<file path="src/design/utl_pkg.sv">
// Shared types, constants and the UTF-8 decode function of the text cursor layout block.
package utl_pkg;

    // Default cell geometry and queue size
    localparam int CELL_WIDTH_DFLT  = 6;
    localparam int CELL_HEIGHT_DFLT = 8;
    localparam int QUEUE_DEPTH_DFLT = 4;

    // Most code points one byte can release (truncated sequence flush)
    localparam int MAX_CP = 3;
    localparam int CP_W   = 21;

    // Configuration port
    localparam int CFG_INDEX_W = 8;
    localparam int CFG_DATA_W  = 16;

    typedef enum logic [CFG_INDEX_W-1:0] {
        REG_WRAP_LIMIT = 8'd0,
        REG_SCALE      = 8'd1,
        REG_FG_COLOR   = 8'd2,
        REG_BG_COLOR   = 8'd3
    } t_reg_index;

    // Draw command kinds
    typedef enum logic [1:0] {
        KIND_GLYPH = 2'd0,
        KIND_BOX   = 2'd1,
        KIND_BLANK = 2'd2,
        KIND_BREAK = 2'd3
    } t_kind;

    // Special code points
    localparam logic [CP_W-1:0] CP_LF       = 21'h00000A;
    localparam logic [CP_W-1:0] CP_CR       = 21'h00000D;
    localparam logic [CP_W-1:0] CP_PRINT_LO = 21'h000020;
    localparam logic [CP_W-1:0] CP_PRINT_HI = 21'h000080;

    // Lead byte classes
    localparam logic [7:0] LEAD_ASCII_LIM = 8'h80;
    localparam logic [7:0] LEAD2_MASK     = 8'hE0;
    localparam logic [7:0] LEAD2_PAT      = 8'hC0;
    localparam logic [7:0] LEAD3_MASK     = 8'hF0;
    localparam logic [7:0] LEAD3_PAT      = 8'hE0;
    localparam logic [7:0] LEAD4_MASK     = 8'hF8;
    localparam logic [7:0] LEAD4_PAT      = 8'hF0;

    // Input word
    typedef struct packed {
        logic [7:0]         in_byte;
        logic               first;
        logic               final_byte;
        logic signed [15:0] start_x;
        logic signed [15:0] start_y;
    } t_in_word;

    // Output word
    typedef struct packed {
        t_kind              kind;
        logic [CP_W-1:0]    code_point;
        logic signed [15:0] pos_x;
        logic signed [15:0] pos_y;
        logic [10:0]        cell_w;
        logic [10:0]        cell_h;
        logic [15:0]        line_count;
        logic               end_of_string;
    } t_out_word;

    // Decoded group handed from front to back through the queue
    typedef struct packed {
        logic                       first;
        logic                       final_byte;
        logic signed [15:0]         start_x;
        logic signed [15:0]         start_y;
        logic [1:0]                 count;
        logic [MAX_CP-1:0][CP_W-1:0] cp;
    } t_cp_group;

    typedef struct packed {
        logic [1:0]                 count;
        logic [MAX_CP-1:0][CP_W-1:0] cp;
    } t_decoded;

    // Continuation bytes a lead byte calls for; zero for single bytes
    function automatic logic [1:0] f_lead_need(input logic [7:0] c);
        logic [1:0] need;
        need = 2'd0;
        if (c < LEAD_ASCII_LIM)            need = 2'd0;
        else if ((c & LEAD2_MASK) == LEAD2_PAT) need = 2'd1;
        else if ((c & LEAD3_MASK) == LEAD3_PAT) need = 2'd2;
        else if ((c & LEAD4_MASK) == LEAD4_PAT) need = 2'd3;
        return need;
    endfunction

    // Decode n bytes (1..4); a sequence running past the end yields its lead byte
    function automatic t_decoded f_decode(input logic [3:0][7:0] b, input logic [2:0] n);
        t_decoded        r;
        logic [2:0]      pos;
        logic [7:0]      c;
        logic [1:0]      need;
        logic [CP_W-1:0] cp;
        r   = '0;
        pos = 3'd0;
        for (int i = 0; i < MAX_CP; i++) begin
            if (pos < n) begin
                c    = b[pos[1:0]];
                need = f_lead_need(c);
                cp   = {13'd0, c};
                pos  = pos + 3'd1;
                if (need != 2'd0 && ({1'b0, pos} + {2'b00, need}) <= {1'b0, n}) begin
                    case (need)
                        2'd1:    cp = {16'd0, c[4:0]};
                        2'd2:    cp = {17'd0, c[3:0]};
                        default: cp = {18'd0, c[2:0]};
                    endcase
                    for (int j = 0; j < 3; j++) begin
                        if (j < int'(need)) begin
                            cp  = {cp[CP_W-7:0], b[pos[1:0]][5:0]};
                            pos = pos + 3'd1;
                        end
                    end
                end
                r.cp[i] = cp;
                r.count = r.count + 2'd1;
            end
        end
        return r;
    endfunction

endpackage

</file>
<file path="src/design/utl_front.sv">
// Front end: takes bytes, holds partial UTF-8 sequences and emits decoded code point groups.
module utl_front (
    input  logic                 i_clk,
    input  logic                 i_rst_n,
    input  logic                 i_in_valid,
    output logic                 o_in_ready,
    input  utl_pkg::t_in_word    i_in_word,
    input  logic                 i_q_ready,
    output logic                 o_push,
    output utl_pkg::t_cp_group   o_group
);

    logic [2:0][7:0] r_held;
    logic [1:0]      r_held_count;
    logic [1:0]      r_need;
    logic [1:0]      n_held_count;
    logic [1:0]      n_need;

    logic            accept;
    logic [1:0]      hc;
    logic [1:0]      need;
    logic [2:0]      n_bytes;
    logic            hold;
    logic [3:0][7:0] buf_bytes;
    utl_pkg::t_decoded dec;

    assign o_in_ready = i_q_ready;
    assign accept     = i_in_valid && i_q_ready;

    // Byte assembly and decode
    always_comb begin
        hc      = i_in_word.first ? 2'd0 : r_held_count;
        need    = (hc == 2'd0) ? utl_pkg::f_lead_need(i_in_word.in_byte) : r_need;
        n_bytes = {1'b0, hc} + 3'd1;
        hold    = !i_in_word.final_byte && (n_bytes < ({1'b0, need} + 3'd1));
        for (int i = 0; i < 3; i++) begin
            if (i < int'(hc))       buf_bytes[i] = r_held[i];
            else if (i == int'(hc)) buf_bytes[i] = i_in_word.in_byte;
            else                    buf_bytes[i] = 8'd0;
        end
        buf_bytes[3] = (hc == 2'd3) ? i_in_word.in_byte : 8'd0;
        dec = utl_pkg::f_decode(buf_bytes, n_bytes);
    end

    // Group toward the queue; a held first byte still carries the origin
    always_comb begin
        o_push             = accept && (!hold || i_in_word.first);
        o_group.first      = i_in_word.first;
        o_group.final_byte = i_in_word.final_byte;
        o_group.start_x    = i_in_word.start_x;
        o_group.start_y    = i_in_word.start_y;
        o_group.count      = hold ? 2'd0 : dec.count;
        o_group.cp         = dec.cp;
    end

    // Hold state next values
    always_comb begin
        n_held_count = r_held_count;
        n_need       = r_need;
        if (accept) begin
            if (hold) begin
                n_held_count = hc + 2'd1;
                if (hc == 2'd0) n_need = need;
            end else begin
                n_held_count = 2'd0;
                n_need       = 2'd0;
            end
        end
    end

    always_ff @(posedge i_clk) begin
        if (!i_rst_n) begin
            r_held_count <= 2'd0;
            r_need       <= 2'd0;
        end else begin
            r_held_count <= n_held_count;
            r_need       <= n_need;
        end
    end

    // Held bytes, payload only
    always_ff @(posedge i_clk) begin
        if (accept && hold && hc != 2'd3) begin
            r_held[hc] <= i_in_word.in_byte;
        end
    end

endmodule

</file>
<file path="src/design/utl_queue.sv">
// Small register queue of decoded groups between front and back.
module utl_queue #(
    parameter int DEPTH = utl_pkg::QUEUE_DEPTH_DFLT
) (
    input  logic                 i_clk,
    input  logic                 i_rst_n,
    input  logic                 i_push,
    input  utl_pkg::t_cp_group   i_group,
    output logic                 o_ready,
    output logic                 o_head_valid,
    output utl_pkg::t_cp_group   o_head,
    input  logic                 i_pop
);

    localparam int PTR_W = (DEPTH > 1) ? $clog2(DEPTH) : 1;
    localparam int CNT_W = $clog2(DEPTH + 1);
    localparam logic [CNT_W-1:0] FULL_CNT = CNT_W'(DEPTH);
    localparam logic [PTR_W-1:0] LAST_PTR = PTR_W'(DEPTH - 1);
    localparam logic [PTR_W-1:0] PTR_ONE  = PTR_W'(1);
    localparam logic [CNT_W-1:0] CNT_ONE  = CNT_W'(1);

    utl_pkg::t_cp_group r_mem [DEPTH];
    logic [PTR_W-1:0]   r_wr_ptr;
    logic [PTR_W-1:0]   r_rd_ptr;
    logic [CNT_W-1:0]   r_count;
    logic [PTR_W-1:0]   n_wr_ptr;
    logic [PTR_W-1:0]   n_rd_ptr;
    logic [CNT_W-1:0]   n_count;
    logic               do_push;
    logic               do_pop;

    assign o_ready      = (r_count != FULL_CNT);
    assign o_head_valid = (r_count != '0);
    assign o_head       = r_mem[r_rd_ptr];
    assign do_push      = i_push && o_ready;
    assign do_pop       = i_pop && o_head_valid;

    // Pointer and fill count update
    always_comb begin
        n_wr_ptr = r_wr_ptr;
        n_rd_ptr = r_rd_ptr;
        n_count  = r_count;
        if (do_push) n_wr_ptr = (r_wr_ptr == LAST_PTR) ? '0 : r_wr_ptr + PTR_ONE;
        if (do_pop)  n_rd_ptr = (r_rd_ptr == LAST_PTR) ? '0 : r_rd_ptr + PTR_ONE;
        if (do_push && !do_pop)      n_count = r_count + CNT_ONE;
        else if (!do_push && do_pop) n_count = r_count - CNT_ONE;
    end

    always_ff @(posedge i_clk) begin
        if (!i_rst_n) begin
            r_wr_ptr <= '0;
            r_rd_ptr <= '0;
            r_count  <= '0;
        end else begin
            r_wr_ptr <= n_wr_ptr;
            r_rd_ptr <= n_rd_ptr;
            r_count  <= n_count;
        end
    end

    // Entry storage
    always_ff @(posedge i_clk) begin
        if (do_push) begin
            r_mem[r_wr_ptr] <= i_group;
        end
    end

endmodule

</file>
<file path="src/design/utl_back.sv">
// Back end: lays out one code point per cycle unless its output stalls; tracks cursor and lines.
module utl_back #(
    parameter int CELL_WIDTH  = utl_pkg::CELL_WIDTH_DFLT,
    parameter int CELL_HEIGHT = utl_pkg::CELL_HEIGHT_DFLT
) (
    input  logic                 i_clk,
    input  logic                 i_rst_n,
    input  logic                 i_head_valid,
    input  utl_pkg::t_cp_group   i_head,
    output logic                 o_pop,
    input  logic [14:0]          i_wrap_limit,
    input  logic [7:0]           i_scale,
    output logic                 o_out_valid,
    input  logic                 i_out_ready,
    output utl_pkg::t_out_word   o_out_word
);

    localparam int MAX_CELL = (CELL_WIDTH > CELL_HEIGHT) ? CELL_WIDTH : CELL_HEIGHT;
    localparam int SZ_W     = $clog2(MAX_CELL * 255 + 1);

    // Saturating add of a cell size to a signed coordinate
    function automatic logic signed [15:0] f_sat_add(input logic signed [15:0] a,
                                                     input logic [SZ_W-1:0] d);
        logic signed [17:0] s;
        s = {{2{a[15]}}, a} + 18'(d);
        if (s > 18'sd32767) return 16'sh7FFF;
        return s[15:0];
    endfunction

    function automatic logic [10:0] f_sat11(input logic [SZ_W-1:0] v);
        if (v > SZ_W'(2047)) return 11'h7FF;
        return 11'(v);
    endfunction

    logic signed [15:0] r_origin_x;
    logic signed [15:0] r_cur_x;
    logic signed [15:0] r_cur_y;
    logic [15:0]        r_lines;
    logic [1:0]         r_idx;
    logic               r_out_valid;
    utl_pkg::t_out_word r_out_word;

    logic signed [15:0] n_origin_x;
    logic signed [15:0] n_cur_x;
    logic signed [15:0] n_cur_y;
    logic [15:0]        n_lines;
    logic [1:0]         n_idx;
    logic               n_out_valid;
    utl_pkg::t_out_word n_out_word;

    logic               adv;
    logic               first_now;
    logic               last;
    logic signed [15:0] eff_ox;
    logic signed [15:0] eff_cx;
    logic signed [15:0] eff_cy;
    logic [15:0]        eff_lines;
    logic [SZ_W-1:0]    cw;
    logic [SZ_W-1:0]    lh;
    logic [utl_pkg::CP_W-1:0] cp;
    logic signed [17:0] sum_x;
    logic               is_lf;
    logic               wrap_hit;
    logic signed [15:0] y_bump;
    logic [15:0]        lines_bump;
    logic signed [15:0] px;
    logic signed [15:0] py;
    utl_pkg::t_kind     kind;

    assign cw = SZ_W'(CELL_WIDTH) * SZ_W'(i_scale);
    assign lh = SZ_W'(CELL_HEIGHT) * SZ_W'(i_scale);

    assign adv         = i_head_valid && (!r_out_valid || i_out_ready);
    assign o_out_valid = r_out_valid;
    assign o_out_word  = r_out_word;

    // Effective layout state, origin taken from the group at a string start
    always_comb begin
        first_now = i_head.first && (r_idx == 2'd0);
        eff_ox    = first_now ? i_head.start_x : r_origin_x;
        eff_cx    = first_now ? i_head.start_x : r_cur_x;
        eff_cy    = first_now ? i_head.start_y : r_cur_y;
        eff_lines = first_now ? 16'd1 : r_lines;
        last      = (i_head.count == 2'd0) || (r_idx == i_head.count - 2'd1);
        o_pop     = adv && last;
    end

    // Placement of the current code point
    always_comb begin
        cp         = i_head.cp[r_idx];
        is_lf      = (cp == utl_pkg::CP_LF);
        sum_x      = {{2{eff_cx[15]}}, eff_cx} + 18'(cw);
        wrap_hit   = !is_lf && (i_wrap_limit != 15'd0) && (eff_cx > eff_ox)
                     && (sum_x > $signed({3'b000, i_wrap_limit}));
        y_bump     = f_sat_add(eff_cy, lh);
        lines_bump = (eff_lines == 16'hFFFF) ? eff_lines : eff_lines + 16'd1;

        if (is_lf) begin
            kind = utl_pkg::KIND_BREAK;
        end else if (cp >= utl_pkg::CP_PRINT_LO && cp < utl_pkg::CP_PRINT_HI) begin
            kind = utl_pkg::KIND_GLYPH;
        end else if (cp == utl_pkg::CP_CR) begin
            kind = utl_pkg::KIND_BLANK;
        end else begin
            kind = utl_pkg::KIND_BOX;
        end

        px = (is_lf || !wrap_hit) ? eff_cx : eff_ox;
        py = wrap_hit ? y_bump : eff_cy;
    end

    // Next state and output register
    always_comb begin
        n_origin_x  = r_origin_x;
        n_cur_x     = r_cur_x;
        n_cur_y     = r_cur_y;
        n_lines     = r_lines;
        n_idx       = r_idx;
        n_out_valid = r_out_valid && !i_out_ready;
        n_out_word  = r_out_word;
        if (adv) begin
            n_origin_x = eff_ox;
            n_idx      = last ? 2'd0 : r_idx + 2'd1;
            if (i_head.count == 2'd0) begin
                n_cur_x = eff_cx;
                n_cur_y = eff_cy;
                n_lines = eff_lines;
            end else begin
                n_cur_x = is_lf ? eff_ox : f_sat_add(px, cw);
                n_cur_y = (is_lf || wrap_hit) ? y_bump : eff_cy;
                n_lines = (is_lf || wrap_hit) ? lines_bump : eff_lines;
                n_out_valid              = 1'b1;
                n_out_word.kind          = kind;
                n_out_word.code_point    = cp;
                n_out_word.pos_x         = px;
                n_out_word.pos_y         = is_lf ? eff_cy : py;
                n_out_word.cell_w        = is_lf ? 11'd0 : f_sat11(cw);
                n_out_word.cell_h        = f_sat11(lh);
                n_out_word.line_count    = (is_lf || wrap_hit) ? lines_bump : eff_lines;
                n_out_word.end_of_string = i_head.final_byte && last;
            end
        end
    end

    always_ff @(posedge i_clk) begin
        if (!i_rst_n) begin
            r_origin_x  <= '0;
            r_cur_x     <= '0;
            r_cur_y     <= '0;
            r_lines     <= 16'd1;
            r_idx       <= 2'd0;
            r_out_valid <= 1'b0;
        end else begin
            r_origin_x  <= n_origin_x;
            r_cur_x     <= n_cur_x;
            r_cur_y     <= n_cur_y;
            r_lines     <= n_lines;
            r_idx       <= n_idx;
            r_out_valid <= n_out_valid;
        end
    end

    // Output payload
    always_ff @(posedge i_clk) begin
        r_out_word <= n_out_word;
    end

endmodule

</file>
<file path="src/design/utf8_text_cursor_layout.sv">
// Top level: UTF-8 byte decoder with fixed-cell text layout and configuration registers.
//
// Input channel: one byte word per handshake (i_in_valid / o_in_ready) with first and
// final_byte markers and the text origin. Output channel: one draw command word per
// handshake (o_out_valid / i_out_ready). Configuration: a write channel of index and data,
// always ready; write it only while the block is idle.
// Throughput: one byte per cycle while the queue has room. The back end places one code point
// per cycle while its output register is free or being taken, so a final byte that flushes a
// cut-off sequence gives a burst of up to three code points; the decoded-group queue between
// front and back absorbs that burst. A result word for a taken byte passes through the queue
// and then the output register. A byte that only extends a pending sequence gives no word.
// Reset (synchronous, active low) empties the queue, drops held bytes, sets the cursor
// and origin to zero, the line count to one, wrap_limit to zero and scale to one.
// When the receiver stalls the output register holds its word, the back end stops, the
// queue fills and o_in_ready falls once it is full.
module utf8_text_cursor_layout #(
    parameter int CELL_WIDTH  = utl_pkg::CELL_WIDTH_DFLT,
    parameter int CELL_HEIGHT = utl_pkg::CELL_HEIGHT_DFLT,
    parameter int QUEUE_DEPTH = utl_pkg::QUEUE_DEPTH_DFLT
) (
    input  logic                              i_clk,
    input  logic                              i_rst_n,
    input  logic                              i_in_valid,
    output logic                              o_in_ready,
    input  utl_pkg::t_in_word                 i_in_word,
    output logic                              o_out_valid,
    input  logic                              i_out_ready,
    output utl_pkg::t_out_word                o_out_word,
    input  logic                              i_cfg_valid,
    output logic                              o_cfg_ready,
    input  logic [utl_pkg::CFG_INDEX_W-1:0]   i_cfg_index,
    input  logic [utl_pkg::CFG_DATA_W-1:0]    i_cfg_data
);

    logic [14:0]        r_wrap_limit;
    logic [7:0]         r_scale;

    logic               q_ready;
    logic               push;
    utl_pkg::t_cp_group push_group;
    logic               head_valid;
    utl_pkg::t_cp_group head;
    logic               pop;

    assign o_cfg_ready = 1'b1;

    // Configuration registers; the color indices are not stored in this block
    always_ff @(posedge i_clk) begin
        if (!i_rst_n) begin
            r_wrap_limit <= 15'd0;
            r_scale      <= 8'd1;
        end else if (i_cfg_valid) begin
            unique case (i_cfg_index)
                utl_pkg::REG_WRAP_LIMIT: r_wrap_limit <= i_cfg_data[14:0];
                utl_pkg::REG_SCALE:      r_scale      <= i_cfg_data[7:0];
                default: ;
            endcase
        end
    end

    utl_front u_front (
        .i_clk      (i_clk),
        .i_rst_n    (i_rst_n),
        .i_in_valid (i_in_valid),
        .o_in_ready (o_in_ready),
        .i_in_word  (i_in_word),
        .i_q_ready  (q_ready),
        .o_push     (push),
        .o_group    (push_group)
    );

    utl_queue #(
        .DEPTH (QUEUE_DEPTH)
    ) u_queue (
        .i_clk        (i_clk),
        .i_rst_n      (i_rst_n),
        .i_push       (push),
        .i_group      (push_group),
        .o_ready      (q_ready),
        .o_head_valid (head_valid),
        .o_head       (head),
        .i_pop        (pop)
    );

    utl_back #(
        .CELL_WIDTH  (CELL_WIDTH),
        .CELL_HEIGHT (CELL_HEIGHT)
    ) u_back (
        .i_clk        (i_clk),
        .i_rst_n      (i_rst_n),
        .i_head_valid (head_valid),
        .i_head       (head),
        .o_pop        (pop),
        .i_wrap_limit (r_wrap_limit),
        .i_scale      (r_scale),
        .o_out_valid  (o_out_valid),
        .i_out_ready  (i_out_ready),
        .o_out_word   (o_out_word)
    );

endmodule

</file>
<file path="config.mk">
export PLATFORM = sky130hd
export DESIGN_NAME = utf8_text_cursor_layout
export DESIGN_NICKNAME = d
export VERILOG_FILES = /design/src/design/utl_pkg.sv /design/src/design/utl_front.sv /design/src/design/utl_queue.sv /design/src/design/utl_back.sv /design/src/design/utf8_text_cursor_layout.sv
export SDC_FILE = /design/constraint.sdc
export NUM_CORES = 1
export LEC_CHECK = 0
export ABC_CLOCK_PERIOD_IN_PS = 17600
export BUFFER_PORTS_ARGS = -buffer_cell sky130_fd_sc_hd__buf_2
export CORE_MARGIN = 3
export CORE_UTILIZATION = 35
export DETAILED_ROUTE_END_ITERATION = 10
export GPL_TIMING_DRIVEN = 0
export REMOVE_ABC_BUFFERS = 1
export SETUP_SLACK_MARGIN = 0.3
export SLEW_MARGIN = 30
export SYNTH_ARGS = -nofsm -noshare
export SYNTH_HDL_FRONTEND = slang
export SYNTH_SLANG_ARGS = --single-unit
</file>
<file path="constraint.sdc">
create_clock -name i_clk -period 17.6 [get_ports i_clk]
set_clock_uncertainty 0.05 [all_clocks]
set_input_delay 3.52 -clock i_clk [delete_from_list [all_inputs] [get_ports i_clk]]
set_output_delay 3.52 -clock i_clk [all_outputs]
set_load 0.01 [all_outputs]
</file>
==> flow_metrics.tcl <==
set metrics [dict create \
    outcome "finished, final reports clean" \
    yosysUniqueCellTypes 97 \
    synth_edf_count 510 \
    final.min_clock_period_ns 16.73 \
    pre_cts_slack_ns -2.092 \
    setup_viol 0 \
    first_global_vias 22291 \
    via_per_inst 5.551 \
    fill_cells 8470 \
    numCtsBuffers 71 \
    ys_seq_elements 613 \
    cts.clk_slew.worst_paths_ns 0.05 \
    crit_required_ns 17.92 \
    synth_top_area_frac 0.4724 \
    yosysTopAreaCell "edfxtp_1" \
    yosysMostFrequentCell "edfxtp_1" \
    cts_sinks 613 \
    wirelength_um 90190 \
    fin_util 0.4143 \
    dr.pass1.iters 5 \
    worstHoldPathType "reg2reg" \
    drive_above_1_share 0.1921 \
    synth.area.top_cells "edfxtp_1 (47%), mux4_2 (8.4%), dfxtp_1 (6.4%), ha_1 (4.7%), mux2i_1 (3.6%)" \
    drv_cap 0 \
    worstSkewPairLatency_ns 0.62 \
    portBuffers 161 \
    clockPowerShare 0.277 \
    gp_congestion 0.9436 \
    grt_usage 0.1857 \
    end_kind "flop" \
    synthArstFlopShare 0 \
    drt_iter0_drc 2139 \
    synth_ff_type "edfxtp_1" \
    rows 110 \
    multi_input_area_um2 14240 \
    critPathLaunchType "input port" \
    p_int_uw 3429 \
    fin_nets 3017 \
    grt_max_degree 43 \
    ff2ff_setup_slack_ns 3.58 \
    slowest_delay_ns 0.52 \
    synth_area_per_cell_um2 12.14 \
    core_um2 90970 \
    cts_hold_buf 0 \
    comb_power_share 0.346 \
    hold_viol 0 \
    vias 22811 \
    synth.cells.most_frequent "edfxtp_1 (510), nor2_1 (238), a21oi_1 (191), nand2_1 (189), ha_1 (122)" \
    die-area_um2 96320 \
    switching_share 0.3396 \
    power_switching_uw 1763 \
    dpl_cell_area_um2 35190 \
    die_h_um 310.4 \
    worst_pin_slew_ns 1.034 \
    seq_area_um2 17390 \
    root_buffer "clkbuf_16" \
    fmax_mhz 59.77 \
    stdcell_count 4109 \
    final_antenna_net_count 0 \
    antenna_found_initial 9 \
    yosysSeqAreaShare 0.5360 \
    leakage_uw 0.01346 \
    path_max_fanout 24 \
    yosysWarningCount 0 \
    power_frac_seq 0.377 \
    finalCritPeriodShare 0.9506 \
    cts_max_level 3 \
    syn_area_um2 32420 \
    dp_hpwl_um 63640 \
    setup_slack_ns 0.8702 \
    final_cell_area_um2 37690 \
    powerDensity_nw_per_um2 137.8 \
    dieWidth_um 310.4 \
    slowest_stage "ha_2" \
    max_slew_margin 0.3106 \
    worstPathArrival_ns 17.05 \
    irDropWorstVdd_mv 0.09223 \
    start_util 0.3564 \
    globalRoute.totalOverflow 0 \
    drc_errors 0 \
    drv_slew 0 \
    syn-instance-count 2671 \
    rsz0062_at_grt "false" \
    power_uw 5192 \
    grt_pass1_wl_um 137200 \
    drt-wirelength-per-cell_um 21.95 \
    synthToLayoutAreaGrowth_pct 16.25 \
    clockBufferDepth 3 \
    cts_tree "built" \
    io_pins 168 \
    crit_type "in2reg" \
    place_inst 3962 \
]
[worst max-delay path: cells and delay by family]
family	cells	cell delay, ns
AOI/OAI and AO/OA	16	4.28
adders and majority gates	9	3.28
buffers and inverters	11	2.35
muxes	2	0.56
and+or+nand+nor	11	2.99
[cell usage in the layout (no fill, tap or decap), types with 16 or more instances in the layout]
cell | Yosys | final
edfxtp_1 | 510 | 510
nor2_1 | 238 | 231
nand2_1 | 189 | 189
a21oi_1 | 191 | 184
buf_2 | 26 | 167
mux4_2 | 121 | 121
mux2i_1 | 118 | 115
ha_1 | 122 | 115
dfxtp_1 | 103 | 100
inv_1 | 100 | 98
o21ai_0 | 99 | 98
clkbuf_16 | 0 | 71
nand3_1 | 67 | 67
a21o_1 | 54 | 53
xnor2_1 | 53 | 51
a211oi_1 | 49 | 46
nor3_1 | 42 | 41
and2_1 | 33 | 29
and3_1 | 29 | 29
xor2_1 | 23 | 23
nor2b_1 | 22 | 21
buf_16 | 0 | 21
mux2_2 | 19 | 19
nand4_1 | 18 | 18
nor4_1 | 19 | 18
o21bai_1 | 18 | 18
o211ai_1 | 17 | 17
buf_4 | 17 | 16
[routing by layer]
layer  global-route usage  share of wire
met2               0.3071           0.47
met3              0.03560          0.071
met5                    0        0.00050
met1               0.2460           0.42
met4              0.06149          0.034
[through the flow]
stage | hold slack (ns) | TNS [ns]
after floorplan | 0.3819 | -46.96
after global placement | 0.3916 | -761.70
after detailed placement | 0.3930 | -115.14
after CTS | 0.4011 | 0
after global routing | 0.4108 | 0
final | 0.4007 | 0
[state kept, by name, summed over array words and instances, names as in the netlist, 8 cells and up, named ones only]
| signal | cells |
|---|---|
| u_back.o_out_word | 90 |
| u_front.r_held | 24 |
| r_scale | 8 |
| u_back.r_lines | 16 |
| u_back.r_cur_x | 16 |
| r_wrap_limit | 15 |
| u_back.r_origin_x | 16 |
| u_queue.r_mem | 396 |
| u_back.r_cur_y | 16 |
[repair_timing]
item                       CTS  global route
setup endpoints to repair   84            84
pin swaps                    2             1
buffers inserted             0            11
gates resized for setup      9            13
gates cloned                 2             0
[worst paths after layout]
path                                             end                    start  cells past startpoint
worst max-delay path            u_queue.r_mem[0][44]            i_in_word[33]                     49
worst min-delay path               u_front.r_need[0]        u_front.r_need[0]                      2
worst max register to register  u_queue.r_mem[0][44]  u_front.r_held_count[0]                     48
worst min register to register     u_front.r_need[0]        u_front.r_need[0]                      2
[power by group through the flow]
stage	clock network (uW)	registers (uW)	logic, uW
after floorplan	0	2070	1080
after global placement	0	2080	1650
after detailed placement	0	1990	1790
after CTS	1470	1960	1800
after global routing	1530	1990	1980
final	1440	1960	1800
[cell type report]
type | count | area share
antenna | 3 | 0.0001992
sequential | 613 | 0.4613
timing repair buffer | 220 | 0.04797
clock inverter | 44 | 0.01086
tap | 1232 | 0.04090
multi-input combinational | 1799 | 0.3779
inverter | 112 | 0.01142
clock buffer | 86 | 0.04943
[cells by family (layout without fill, tap and decap cells)]
| group | count (synthesis) | after routing | share of synthesized area |
|---|---|---|---|
| AND/OR/NAND/NOR | 708 | 709 | 0.1014 |
| AO/OA/AOI/OAI | 615 | 616 | 0.1265 |
| flip-flops | 613 | 613 | 0.5360 |
| buffers and inverters | 264 | 462 | 0.03423 |
| multiplexers | 261 | 261 | 0.1283 |
| adder cells (fa/ha/maj) | 129 | 129 | 0.05140 |
| XOR/XNOR | 79 | 79 | 0.02204 |
| other | 2 | 8 | 0.0002316 |
No activity file was read; power rests on OpenSTA's default activity.
